$ cat src/design/vn_sqrt_cell.sv
module vn_sqrt_cell #(
    parameter int SW = 64,
    parameter int LB = 32,
    parameter int AW = 99,
    parameter int BIT = 0
) (
    input  logic          aclk,
    input  logic          aresetn,
    input  logic          en,
    input  logic          in_valid,
    input  logic [SW-1:0] in_rem,
    input  logic [LB-1:0] in_root,
    input  logic [AW-1:0] in_aux,
    output logic          out_valid,
    output logic [SW-1:0] out_rem,
    output logic [LB-1:0] out_root,
    output logic [AW-1:0] out_aux
);

    logic [SW-1:0] trial;
    logic          take;
    logic          valid_reg;
    logic [SW-1:0] rem_reg, rem_next;
    logic [LB-1:0] root_reg, root_next;
    logic [AW-1:0] aux_reg;

    always_comb begin
        trial     = (SW'(in_root) << (BIT + 1)) | (SW'(1) << (2 * BIT));
        take      = in_rem >= trial;
        rem_next  = take ? in_rem - trial : in_rem;
        root_next = take ? (in_root | (LB'(1) << BIT)) : in_root;
    end

    always_ff @(posedge aclk) begin
        if (!aresetn) begin
            valid_reg <= 1'b0;
        end else if (en) begin
            valid_reg <= in_valid;
        end
        if (en) begin
            rem_reg  <= rem_next;
            root_reg <= root_next;
            aux_reg  <= in_aux;
        end
    end

    assign out_valid = valid_reg;
    assign out_rem   = rem_reg;
    assign out_root  = root_reg;
    assign out_aux   = aux_reg;

endmodule

$ cat config.mk
export PLATFORM = sky130hd
export DESIGN_NAME = vn_sqrt_cell
export DESIGN_NICKNAME = d
export VERILOG_FILES = /design/src/design/vn_sqrt_cell.sv
export SDC_FILE = /design/constraint.sdc
export NUM_CORES = 1
export LEC_CHECK = 0
export ABC_AREA = 0
export BUFFER_PORTS_ARGS = -buffer_cell sky130_fd_sc_hd__clkbuf_2
export CORE_ASPECT_RATIO = 1.75
export CORE_MARGIN = 5
export CORE_UTILIZATION = 24
export CTS_CLUSTER_DIAMETER = 150
export DETAILED_ROUTE_END_ITERATION = 16
export GPL_TIMING_DRIVEN = 1
export PLACE_DENSITY_LB_ADDON = 0.25
export REMOVE_ABC_BUFFERS = 1
export SKIP_CTS_REPAIR_TIMING = 1
export SLEW_MARGIN = 30
export SYNTH_ARGS = -nofsm -noshare
export SYNTH_HDL_FRONTEND = slang
export SYNTH_SLANG_ARGS = --single-unit
export TNS_END_PERCENT = 20
$ cat constraint.sdc
create_clock -name aclk -period 5.8 [get_ports aclk]
set_input_delay 0.87 -clock aclk [delete_from_list [all_inputs] [get_ports aclk]]
set_output_delay 0.87 -clock aclk [all_outputs]
set_load 0.005 [all_outputs]
; After elaboration in Yosys (flattened, before gate mapping)
; Index checks and enable logic that the tools add are counted.
[word_totals]
regBits = 196
in_bits = 199
out_inout_bits = 196
wordCells = 8
[classes]
addsub = 1
magnitude_cmp = 1
n_mux = 1
[op_table]
columns = cell, n
row1 = 64-bit by 33-bit greater-or-equal comparator with 1-bit output, 1
row2 = 64-bit 2-to-1 mux, 1
row3 = 64-bit by 33-bit subtractor with 64-bit output, 1

; Logic depth before layout (Yosys ltp)
[logic_depth]
depth_word = 2
ltp_mapped = 13

; Worst setup path after synthesis
; Ideal clock, no wire load.
[synth_path]
path_kind = input port to flip-flop
start = input in_root[0]
end = register rem_reg[44] (netlist: out_rem[44]) (data pin)
setup_time_ns = 0.258
t_arrival_ns = 3.202
required_time_ns = 5.542
path_slack_ns = 2.340
stages = 10
path_buffers = 0
path_cell_list = inv_1 -> fa_1 -> a211oi_1 -> o21ai_1 -> a211o_1 -> a211oi_2 -> o21ai_2 -> a211oi_4 -> nand2_1 -> xnor2_1
[synth_via]
elab_chain_len = 2
[synth_lines]
columns = item, line_no
row1 = start: declaration, 12  ; input logic [LB-1:0] in_root,
row2 = 64-bit by 33-bit subtractor with 64-bit output or 64-bit by 33-bit greater-or-equal comparator with 1-bit output (tied branches), "30, 29"
row3 = 64-bit 2-to-1 mux (*), 30  ; rem_next = take ? in_rem - trial : in_rem;
row4 = via rem_next[44], 23  ; logic [SW-1:0] rem_reg, rem_next;
row5 = end signal: assignment, 41  ; rem_reg <= rem_next;
row6 = end: declaration, 23
; Mark *: on every way through the listed nets, which the timed path passes. The rest lies on a longest branch.
; A chain may end at the register's enable or synchronous reset.

; Worst setup path in the final report
[layout_path]
start = input in_root[0]
end = register rem_reg[54] (netlist: out_rem[54]) (data pin)
; The elaborated chain is that of the path after synthesis.

==> metrics.md <==
| Metric | Value |
|---|---|
| Setup crit end kind | register |
| Fraction of registers with async set or reset after synthesis | 0% |
| Seq/Total Area, Yosys | 64.3% |
| Top cells by area, synth | edfxtp_1 64%, ha_1 4.5%, xnor2_1 4.0% |
| Core area | 0.0376 sq mm |
| Largest family of logic cells by synthesized area | simple AND/OR/NAND/NOR gates |
| Dpl ws | 1.58 ns |
| PwrDens | 292 mW/mm^2 |
| Post-DP HPWL | 25,500 microns |
| 1st-iter DRT viols | 376 |
| Crit path kind | in2reg |
| Final antenna-violating net count | 0 |
| Crit-path cells | clkbuf_2 -> inv_1 -> fa_1 -> a211oi_1 -> o21ai_1 -> a211o_1 -> a211oi_2 -> o21ai_2 -> a211oi_4 -> nand3_2 -> xnor2_1 |
| Mux cell area share after synthesis | 0.603% |
| Design Power | 3570 uW |
| Yosys top cell area share | 64.1% |
| PortBufs | 394 |
| Run status | completed |
| Starting Density | 24.3% |
| Final Cycle Share | 63.0% |
| Slowest cell delay on critical path | 0.50 ns |
| Worst path top cell family by delay | compound AO/OA/AOI/OAI gates |
| Die height | 268 microns |
| Share of cells above drive strength 1 | 41.1% |
| Maximum clock frequency | 274 MHz |
| Max-slew violation count | 0 |
| Synth Instances | 695 |
| Hold path endpoint | out_valid |
| Grt ovf | 0 |
| Wire per inst | 19.8 microns |
| Least-Margin Pin Slew | 0.847 ns |
| Final setup viols | 0 |
| Via Count | 7,083 |
| Largest net degree at the start of global routing | 146 |
| List of most frequent post-synthesis cells | 195 x edfxtp_1, 64 x nor2_1, 59 x a21oi_1 |
| Top-count cell post-synth | edfxtp_1 |
| Worst Hold Class | reg2reg |
| Slew HR | 43.5% |
| Post-synthesis xor/xnor area fraction | 5.76% |
| Worst Hold Launch | out_valid |
| Clk_lat worst skew | 0.45 ns |
| Nets@finish | 1,318 |
| Critical-path top delay cell | a211oi_4 |
| CP arrival | 3.85 ns |
| Pre-antenna DRT Iters | 6 |
| DRC violations left | 0 |
| Worst r2r src | out_valid |
| First-pass GRT wire length | 44,500 microns |
| Syn_area_per_cell | 13.1 sq um |
| Worst setup SP type | primary input |
| Top-Level Pins | 395 |
| RSZ-0062 raised after global routing | false |
| Chip width | 157 microns |
| Area Overhead vs Synth | 34.1% |
| Worst Path Required | 6.00 ns |
| CTS tree | done |
| Initial antenna violation count | 4 |
| Sink Count | 196 |
| Post-route minimum period | 3.65 ns |
| Post-Synth Adder-Cell Area | 4.74% |
| Number of flops mapped to enable cells by yosys | 195 |
| Max-cap viol count | 0 |
| Clock slew at reported path FFs | 0.08 ns |
| # H-tree levels | 4 |
| VDD IR max | 0.197 mV |
| Total GRT Usage | 14.2% |
| Filler cells | 3,916 |
| Hold depth | 2 |
| WL final | 31,300 microns |
| Synth Register Bits | 196 |
| Post-synthesis simple-gate area fraction | 11.1% |
| Number of global-route vias before repair | 7,400 |
| Number of CTS-inserted buffers | 17 |
| RePlAce Congestion | 0.815 |
| Reg2reg end | out_valid |
| CTS root buf | clkbuf_16 |
| Pleak | 0.00520 uW |
| CTS Buffer Depth | 2 |
| Rows | 94 |
| WP buf/inv | 2 |
| Vias/cell | 4.48 |
| Final setup margin | 2.15 ns |
| Reg2Reg Depth | 2 |
| Total die area | 0.0422 sq mm |
| Main flop type after synthesis | edfxtp_1 |
| Synth area leader | edfxtp_1 |
| Warnings, synthesis | 0 |
| Fin. Hold Viols | 0 |
| R2R setup slack | 5.21 ns |
| Synth cell types | 68 |
| Synth Area in Compound Gates | 10.8% |
| Cell area after synthesis | 0.00913 sq mm |
| Setup tns final | 0 ns |
| CP max FO | 6 |
| Clock Skews | 0 ns |
==> how the worst max path moves through the flow <==
stage,start,end,slack (ns),cells after the start
2_1_floorplan,in_root[29],out_rem[52],1.96,10
3_3_place_gp,in_root[9],out_rem[60],1.62,11
3_5_place_dp,in_root[7],out_rem[60],1.58,11
4_1_cts,in_root[9],out_rem[60],2.08,11
5_1_grt,in_root[0],out_rem[56],2.04,11
6_report,in_root[0],out_rem[54],2.15,11
==> worst reg2reg max path, cell delays in order (launching register included) <==
cell and delay (ns):
dfxtp_1 0.32, mux2i_1 0.12, nor2b_1 0.06
==> cell usage in the layout, fill, tap and decap left out, types with 7 or more instances in the layout <==
cell       synthesis  final
clkbuf_2           2    393
edfxtp_1         195    195
nor2_1            64     64
a21oi_1           59     59
xnor2_1           42     42
inv_1             34     34
nand2_1           34     34
ha_1              33     33
o21ai_0           18     18
xor2_1            18     18
clkbuf_16          0     17
nand4_1           13     13
nand3_1           13     13
a21o_1            12     12
a31oi_1           11     11
or3_1             11     11
nor3_1             8      8
o21a_1             8      8
nor4_1             7      7
==> sequential cells by signal, indices dropped and copies added, names as in the netlist <==
register   cells
out_rem       64
out_root      32
out_valid      1
out_aux       99
==> where the power goes <==
group,switching [uW],internal [uW],total (uW)
clock,632,591,1220
combinational,335,260,595
sequential,35.4,1720,1750
==> routing by layer <==
metal | track usage (%) | wire (microns) | vias to the layer above
li1 | - | - | 3391
met1 | 13.6 | 10400 | 3367
met2 | 28.5 | 18000 | 283
met3 | 3.90 | 2360 | 38
met4 | 4.75 | 624 | 4
met5 | 0 | 27 | -
==> stage by stage <==
stage	hold slack, ns	utilization, %	std cells	cell area (sq um)
after detailed placement	0.515	30.9	1546	11600
final	0.529	32.5	1580	12200
after floorplan	0.507	-	670	9010
after global placement	0.499	30.9	1546	11600
after CTS	0.533	32.5	1578	12200
after global routing	0.550	32.5	1579	12200
==> layout make-up <==
class / instances / area [sq um] / share of cell area, %
repair buffers: 396 / 2010 / 16.4
multi-input cells: 440 / 3020 / 24.6
inverters: 34 / 128 / 1.04
clock buffers: 18 / 429 / 3.51
well taps: 480 / 601 / 4.91
flip-flops and latches: 196 / 5880 / 48.0
diodes: 2 / 5.00 / 0.0409
clock inverters: 14 / 180 / 1.47
==> logic make-up after synthesis <==
| family | Yosys count |
|---|---|
| DFF | 196 |
| and+or+nand+nor | 192 |
| AOI/OAI and AO/OA | 149 |
| xor gates and xnor gates | 60 |
| buffers and inverters | 59 |
| adders and majority gates | 34 |
| muxes | 5 |
(Power assumes the default switching activity.)
