### config.mk
export PLATFORM = sky130hd
export DESIGN_NAME = vn_div_cell
export DESIGN_NICKNAME = d
export VERILOG_FILES = /design/src/design/vn_pkg.sv /design/src/design/vn_div_cell.sv
export SDC_FILE = /design/constraint.sdc
export NUM_CORES = 1
export LEC_CHECK = 0
export ABC_AREA = 1
export BUFFER_PORTS_ARGS = -buffer_cell sky130_fd_sc_hd__buf_2
export CAP_MARGIN = 20
export CORE_MARGIN = 3
export CORE_UTILIZATION = 50
export DETAILED_ROUTE_END_ITERATION = 7
export PLACE_DENSITY = 0.82
export SLEW_MARGIN = 20
export SYNTH_ARGS = -nofsm -noshare
export SYNTH_HDL_FRONTEND = slang
export SYNTH_SLANG_ARGS = --single-unit
### constraint.sdc
create_clock -name aclk -period 3.1 [get_ports aclk]
set_clock_uncertainty 0.15 [all_clocks]
set_input_delay 0.465 -clock aclk [delete_from_list [all_inputs] [get_ports aclk]]
set_output_delay 0.465 -clock aclk [all_outputs]
set_load 0.03 [all_outputs]
### src/design/vn_pkg.sv
package vn_pkg;

    localparam int COMPONENT_WIDTH_DEF = 32;
    localparam int UNIT_W = 32;
    localparam int LEN_W = 33;
    localparam int TOL_W = 16;
    localparam int FRAC_SHIFT = 14;
    localparam int UNIT_SHIFT = 30;
    localparam int QUOT_W = UNIT_SHIFT + 1;
    localparam logic [TOL_W-1:0] TOL_RESET = 16'd7;
    localparam logic [LEN_W-1:0] LEN_MAX = {LEN_W{1'b1}};

endpackage

### src/design/vn_div_cell.sv
module vn_div_cell #(
    parameter int LB = 32,
    parameter int AW = 34,
    parameter bit FIRST = 1'b0
) (
    input  logic                      aclk,
    input  logic                      aresetn,
    input  logic                      en,
    input  logic                      in_valid,
    input  logic [LB:0]               in_r,
    input  logic [vn_pkg::QUOT_W-1:0] in_q,
    input  logic [LB-1:0]             in_d,
    input  logic [AW-1:0]             in_aux,
    output logic                      out_valid,
    output logic [LB:0]               out_r,
    output logic [vn_pkg::QUOT_W-1:0] out_q,
    output logic [LB-1:0]             out_d,
    output logic [AW-1:0]             out_aux
);

    logic [LB:0]               rr;
    logic                      ge;
    logic                      valid_reg;
    logic [LB:0]               r_reg, r_next;
    logic [vn_pkg::QUOT_W-1:0] q_reg, q_next;
    logic [LB-1:0]             d_reg;
    logic [AW-1:0]             aux_reg;

    always_comb begin
        rr     = FIRST ? in_r : (in_r << 1);
        ge     = rr >= {1'b0, in_d};
        r_next = ge ? rr - {1'b0, in_d} : rr;
        q_next = FIRST ? vn_pkg::QUOT_W'(ge) : ((in_q << 1) | vn_pkg::QUOT_W'(ge));
    end

    always_ff @(posedge aclk) begin
        if (!aresetn) begin
            valid_reg <= 1'b0;
        end else if (en) begin
            valid_reg <= in_valid;
        end
        if (en) begin
            r_reg   <= r_next;
            q_reg   <= q_next;
            d_reg   <= in_d;
            aux_reg <= in_aux;
        end
    end

    assign out_valid = valid_reg;
    assign out_r     = r_reg;
    assign out_q     = q_reg;
    assign out_d     = d_reg;
    assign out_aux   = aux_reg;

endmodule

# == After elaboration in Yosys (flattened, before gate mapping) ==
# Cells that the tools add are included.
# op_classes
magnitude_cmp,1
bitwise,1
n_mux,1
n_addsub,1
# ops
cell,n
33-bit by 32-bit greater-or-equal comparator with 1-bit output,1
33-bit 2-to-1 mux,1
33-bit by 32-bit subtractor with 33-bit output,1
31-bit by 1-bit bitwise OR with 31-bit output,1
# totals
ff_bits,131
output_inout_bits,131

# == Longest topological paths before layout ==
# logic_depth
word_depth,2
ltp_mapped,16
mapped_depth_nobuf,16

# == Worst setup path after synthesis ==
# OpenSTA, ideal clock, no wires.
# synth_timing
kind,in2reg
start,in in_d[8]
end,reg r_reg[32] (netlist: out_r[32]) (data pin)
stages,15
arrival_time_ns,1.814
required_ns,2.701
setup_slack_ns,0.887
setup_ns,0.249
n_path_buf,1
path_cell_list,inv_1 ha_1 nand2_2 inv_2 nand2_1 nand2_2 inv_2 nand3_2 nand2_2 nand2_2 nand2_2 nand3_4 buf_8 nand2_1 inv_1
# synth_via
elab_chain_cells,2
word_cells_on_any_way,3
classes_between,add/sub (1); order compare (1); mux (1)
# synth_lines
item,line,text
"start, declared",vn_div_cell.sv:12,"input logic [LB-1:0] in_d,"
33-bit by 32-bit greater-or-equal comparator with 1-bit output,vn_div_cell.sv:31,"ge = rr >= {1'b0, in_d};"
named net ge,vn_div_cell.sv:22,logic ge;
33-bit 2-to-1 mux,vn_div_cell.sv:32,"r_next = ge ? rr - {1'b0, in_d} : rr;"
named net r_next[32],vn_div_cell.sv:24,"logic [LB:0] r_reg, r_next;"
"end signal, assigned",vn_div_cell.sv:43,r_reg <= r_next;
"end, declared",vn_div_cell.sv:24,
# The timed path passes the listed nets, and every way through them passes these cells.
# A chain may end at the register's enable or synchronous reset.

# == Final worst setup path ==
# layout_timing
start,in in_d[3]
end,reg r_reg[9] (netlist: out_r[9]) (data pin)
# layout_via
elab_chain_cells,2
word_cells_on_any_way,3
classes_between,add/sub (1); order compare (1); mux (1)
# layout_lines
item,line
33-bit by 32-bit subtractor with 33-bit output / 33-bit by 32-bit greater-or-equal comparator with 1-bit output (equally long branches),"vn_div_cell.sv:32, vn_div_cell.sv:31"
33-bit 2-to-1 mux (*),vn_div_cell.sv:32
named net r_next[9],vn_div_cell.sv:24
# The timed path passes the listed nets; every way through them passes the cells marked *.

==> results.toml <==
[run_status]
outcome = "finished clean"

[clock_tree]
cts_hold_buf = 0
clock_latency_ns = 0.42
cts.sinks = 131
htreeDepth = 4
clockBufferDepth = 2
cts_root_buf = "clkbuf_16"
numCtsBuffers = 17
cts_tree = "yes"
worst_setup_hold_path_clk_slew_ns = 0.06
post_cts_buffers = 0
cts_resized = 0

[pwr]
ir_drop_v = 0.0003513
power_leakage_nw = 4.987
power_density_mw_per_mm2 = 582.9
power.total_mw = 5.477

[setup_path]
critPathArrivalTime_ns = 2.37
worstPathRequired_ns = 3.23
worst-setup-path-type = "in -> reg"
cp-start-kind = "input port"
critical_path.max_fanout = 31
end_kind = "flop"

[timing]
drv_slew = 0
min_period_over_period_pct = 72.04
relSlewSlack_pct = 66.08
worst_hold_slack_ns = 0.06630
fin_tns_setup_ns = 0
setup_viol = 0
rsz0062_at_grt = "false"
fmax_mhz = 447.8
report.final.hold_viol_count = 0
worstMarginPinSlew_ns = 0.5087
fin_crit_ns = 2.233

[synthesis]
synth_area_leaders = "edfxtp_1 54%, nand2_1 16%, inv_1 8.6%, ha_1 5.5%, nand4_1 2.9%"
synth_edf_count = 130
synth_most_common_cell = "nand2_1"
synth_top_area_cell = "edfxtp_1"
async_flop_share_pct = 0
syn_area_sq_mm = 0.007247
ys_types = 28
seq_area_frac_synth_pct = 54.14
synth_top_area_share_pct = 53.87
syn_area_per_cell_sq_um = 8.700
yosys_warnings = 0
synth_cells = 833
ys.flop_type = "edfxtp_1"
synthesis.nets = 1000
ys_ff_latch = 131
ys_top_cells_by_count = "313 x nand2_1, 167 x inv_1, 130 x edfxtp_1"

[placed_design]
gp_congestion = 0.8731
placed_cells = 1271
place_hpwl_um = 16600
port_buffers = 262

[drt]
routedWlPerCell_um = 16.35
ant_nets = 0
viasPerCell = 4.838
dr.pass1.iters = 5
route.detailed.drc = 0
first_iter_violations = 460
totalWireLength_um = 21320
vias = 6309

[floorplanning]
io_pins = 265
rows = 43
initial_core_util_pct = 51.61
die_y_um = 126.4
core_area_sq_mm = 0.01404
die_area_sq_mm = 0.01597
fp.dieW_um = 126.4

[grt]
grt-ovfl-total = 0
antenna_found_initial = 2
grt_pass1_vias = 5998
grt_max_degree = 56
grt_use_met3_pct = 5.853
grt_usage_pct = 26.54
grtUsageMet1_pct = 31.86
busiest_layer = "met2"
grt_use_met2_pct = 45.77
grt_pass1_wl_um = 32420

[finish]
regArea_sq_mm = 0.003924
multiInputGateArea_sq_mm = 0.002600
drive_gt1_share_pct = 29.74
syn_to_final_growth_pct = 29.64
stdcell_count = 1304
fill_cells = 1177
final_nets = 1277

[run]
maxCapViolations = 0

[hold_path]
hold_class = "in -> reg"
[layer usage]
layer	part of all wire, %	vias up	wire, um
met5	0.052	-	11
met3	6.7	47	1425
met4	3.8	2	806
li1	-	3200	-
met1	39	2807	8338
met2	50	253	10740
[registers in the layout, indices dropped and copies added (netlist names)]
register   cells
out_aux       34
out_r         33
out_q         31
out_valid      1
out_d         32
[kinds of logic (layout without fill, tap and decap cells)]
group | after synthesis | count (layout) | synth area share [%]
other | 0 | 1 | 0
AO/OA/AOI/OAI | 24 | 24 | 1.692
XOR/XNOR | 15 | 15 | 1.813
flip-flops | 131 | 131 | 54.14
adder cells (fa/ha/maj) | 33 | 33 | 5.801
buffers and inverters | 183 | 473 | 9.979
AND/OR/NAND/NOR | 447 | 447 | 26.57
[path summary, 6_finish.rpt]
path                                start        end  slack (ns)  depth (start not counted)
worst max-delay path              in_d[3]   out_r[9]        0.87                         15
worst max register to register  out_valid  out_valid        2.22                          2
worst min-delay path              in_q[9]  out_q[10]        0.07                          1
worst min register to register  out_valid  out_valid        0.47                          2
[where the power goes]
part / switching, mW / internal (mW) / leakage, nW
sequential: 0.0405 / 2.15 / 1.28
combinational: 0.909 / 0.391 / 3.44
clock: 0.791 / 1.19 / 0.271
total: 1.74 / 3.74 / 4.99
[area by class of cell]
| type | count | share of cell area, % |
|---|---|---|
| inverters | 171 | 6.832 |
| clock buffers | 18 | 4.568 |
| diodes | 1 | 0.02663 |
| multi-input cells | 519 | 27.67 |
| flip-flops and latches | 131 | 41.76 |
| well taps | 180 | 2.397 |
| repair buffers | 270 | 15.06 |
| clock inverters | 14 | 1.678 |
[per-stage QoR]
step | utilization [%] | area (sq um) | setup WS, ns
after floorplan | - | 7247 | 0.8870
after global placement | 62.71 | 8806 | 0.4314
after detailed placement | 62.71 | 8806 | 0.4200
after CTS | 66.89 | 9393 | 0.8397
after global routing | 66.91 | 9395 | 0.6893
final | 66.91 | 9395 | 0.8668
[worst max-delay path: stages]
cell and delay, ns:
buf_2 0.09, inv_1 0.04, ha_1 0.32, nand2_1 0.14, inv_1 0.05, nand2_1 0.09
nand2_1 0.06, nand2_1 0.07, nand3_2 0.14, nand2_2 0.11, nand2_2 0.07, nand2_2 0.09
buf_4 0.37, nand4_1 0.15, nand2_1 0.11
[cell usage in the layout (no fill, tap or decap), types with 3 or more instances in the layout]
cell and instances:
nand2_1 313, buf_2 261, inv_1 167, edfxtp_1 130, nand4_1 34, ha_1 32, nor2_1 31, nand3_1 30
a21oi_1 21, clkbuf_16 17, nand2_2 14, xor2_1 14, nor2_2 7, nor3_1 6, clkinvlp_4 5, buf_4 5
inv_2 4, and2_1 4, clkinv_4 4, nor3_2 3, buf_12 3
Power figures use the tool's default switching activity.
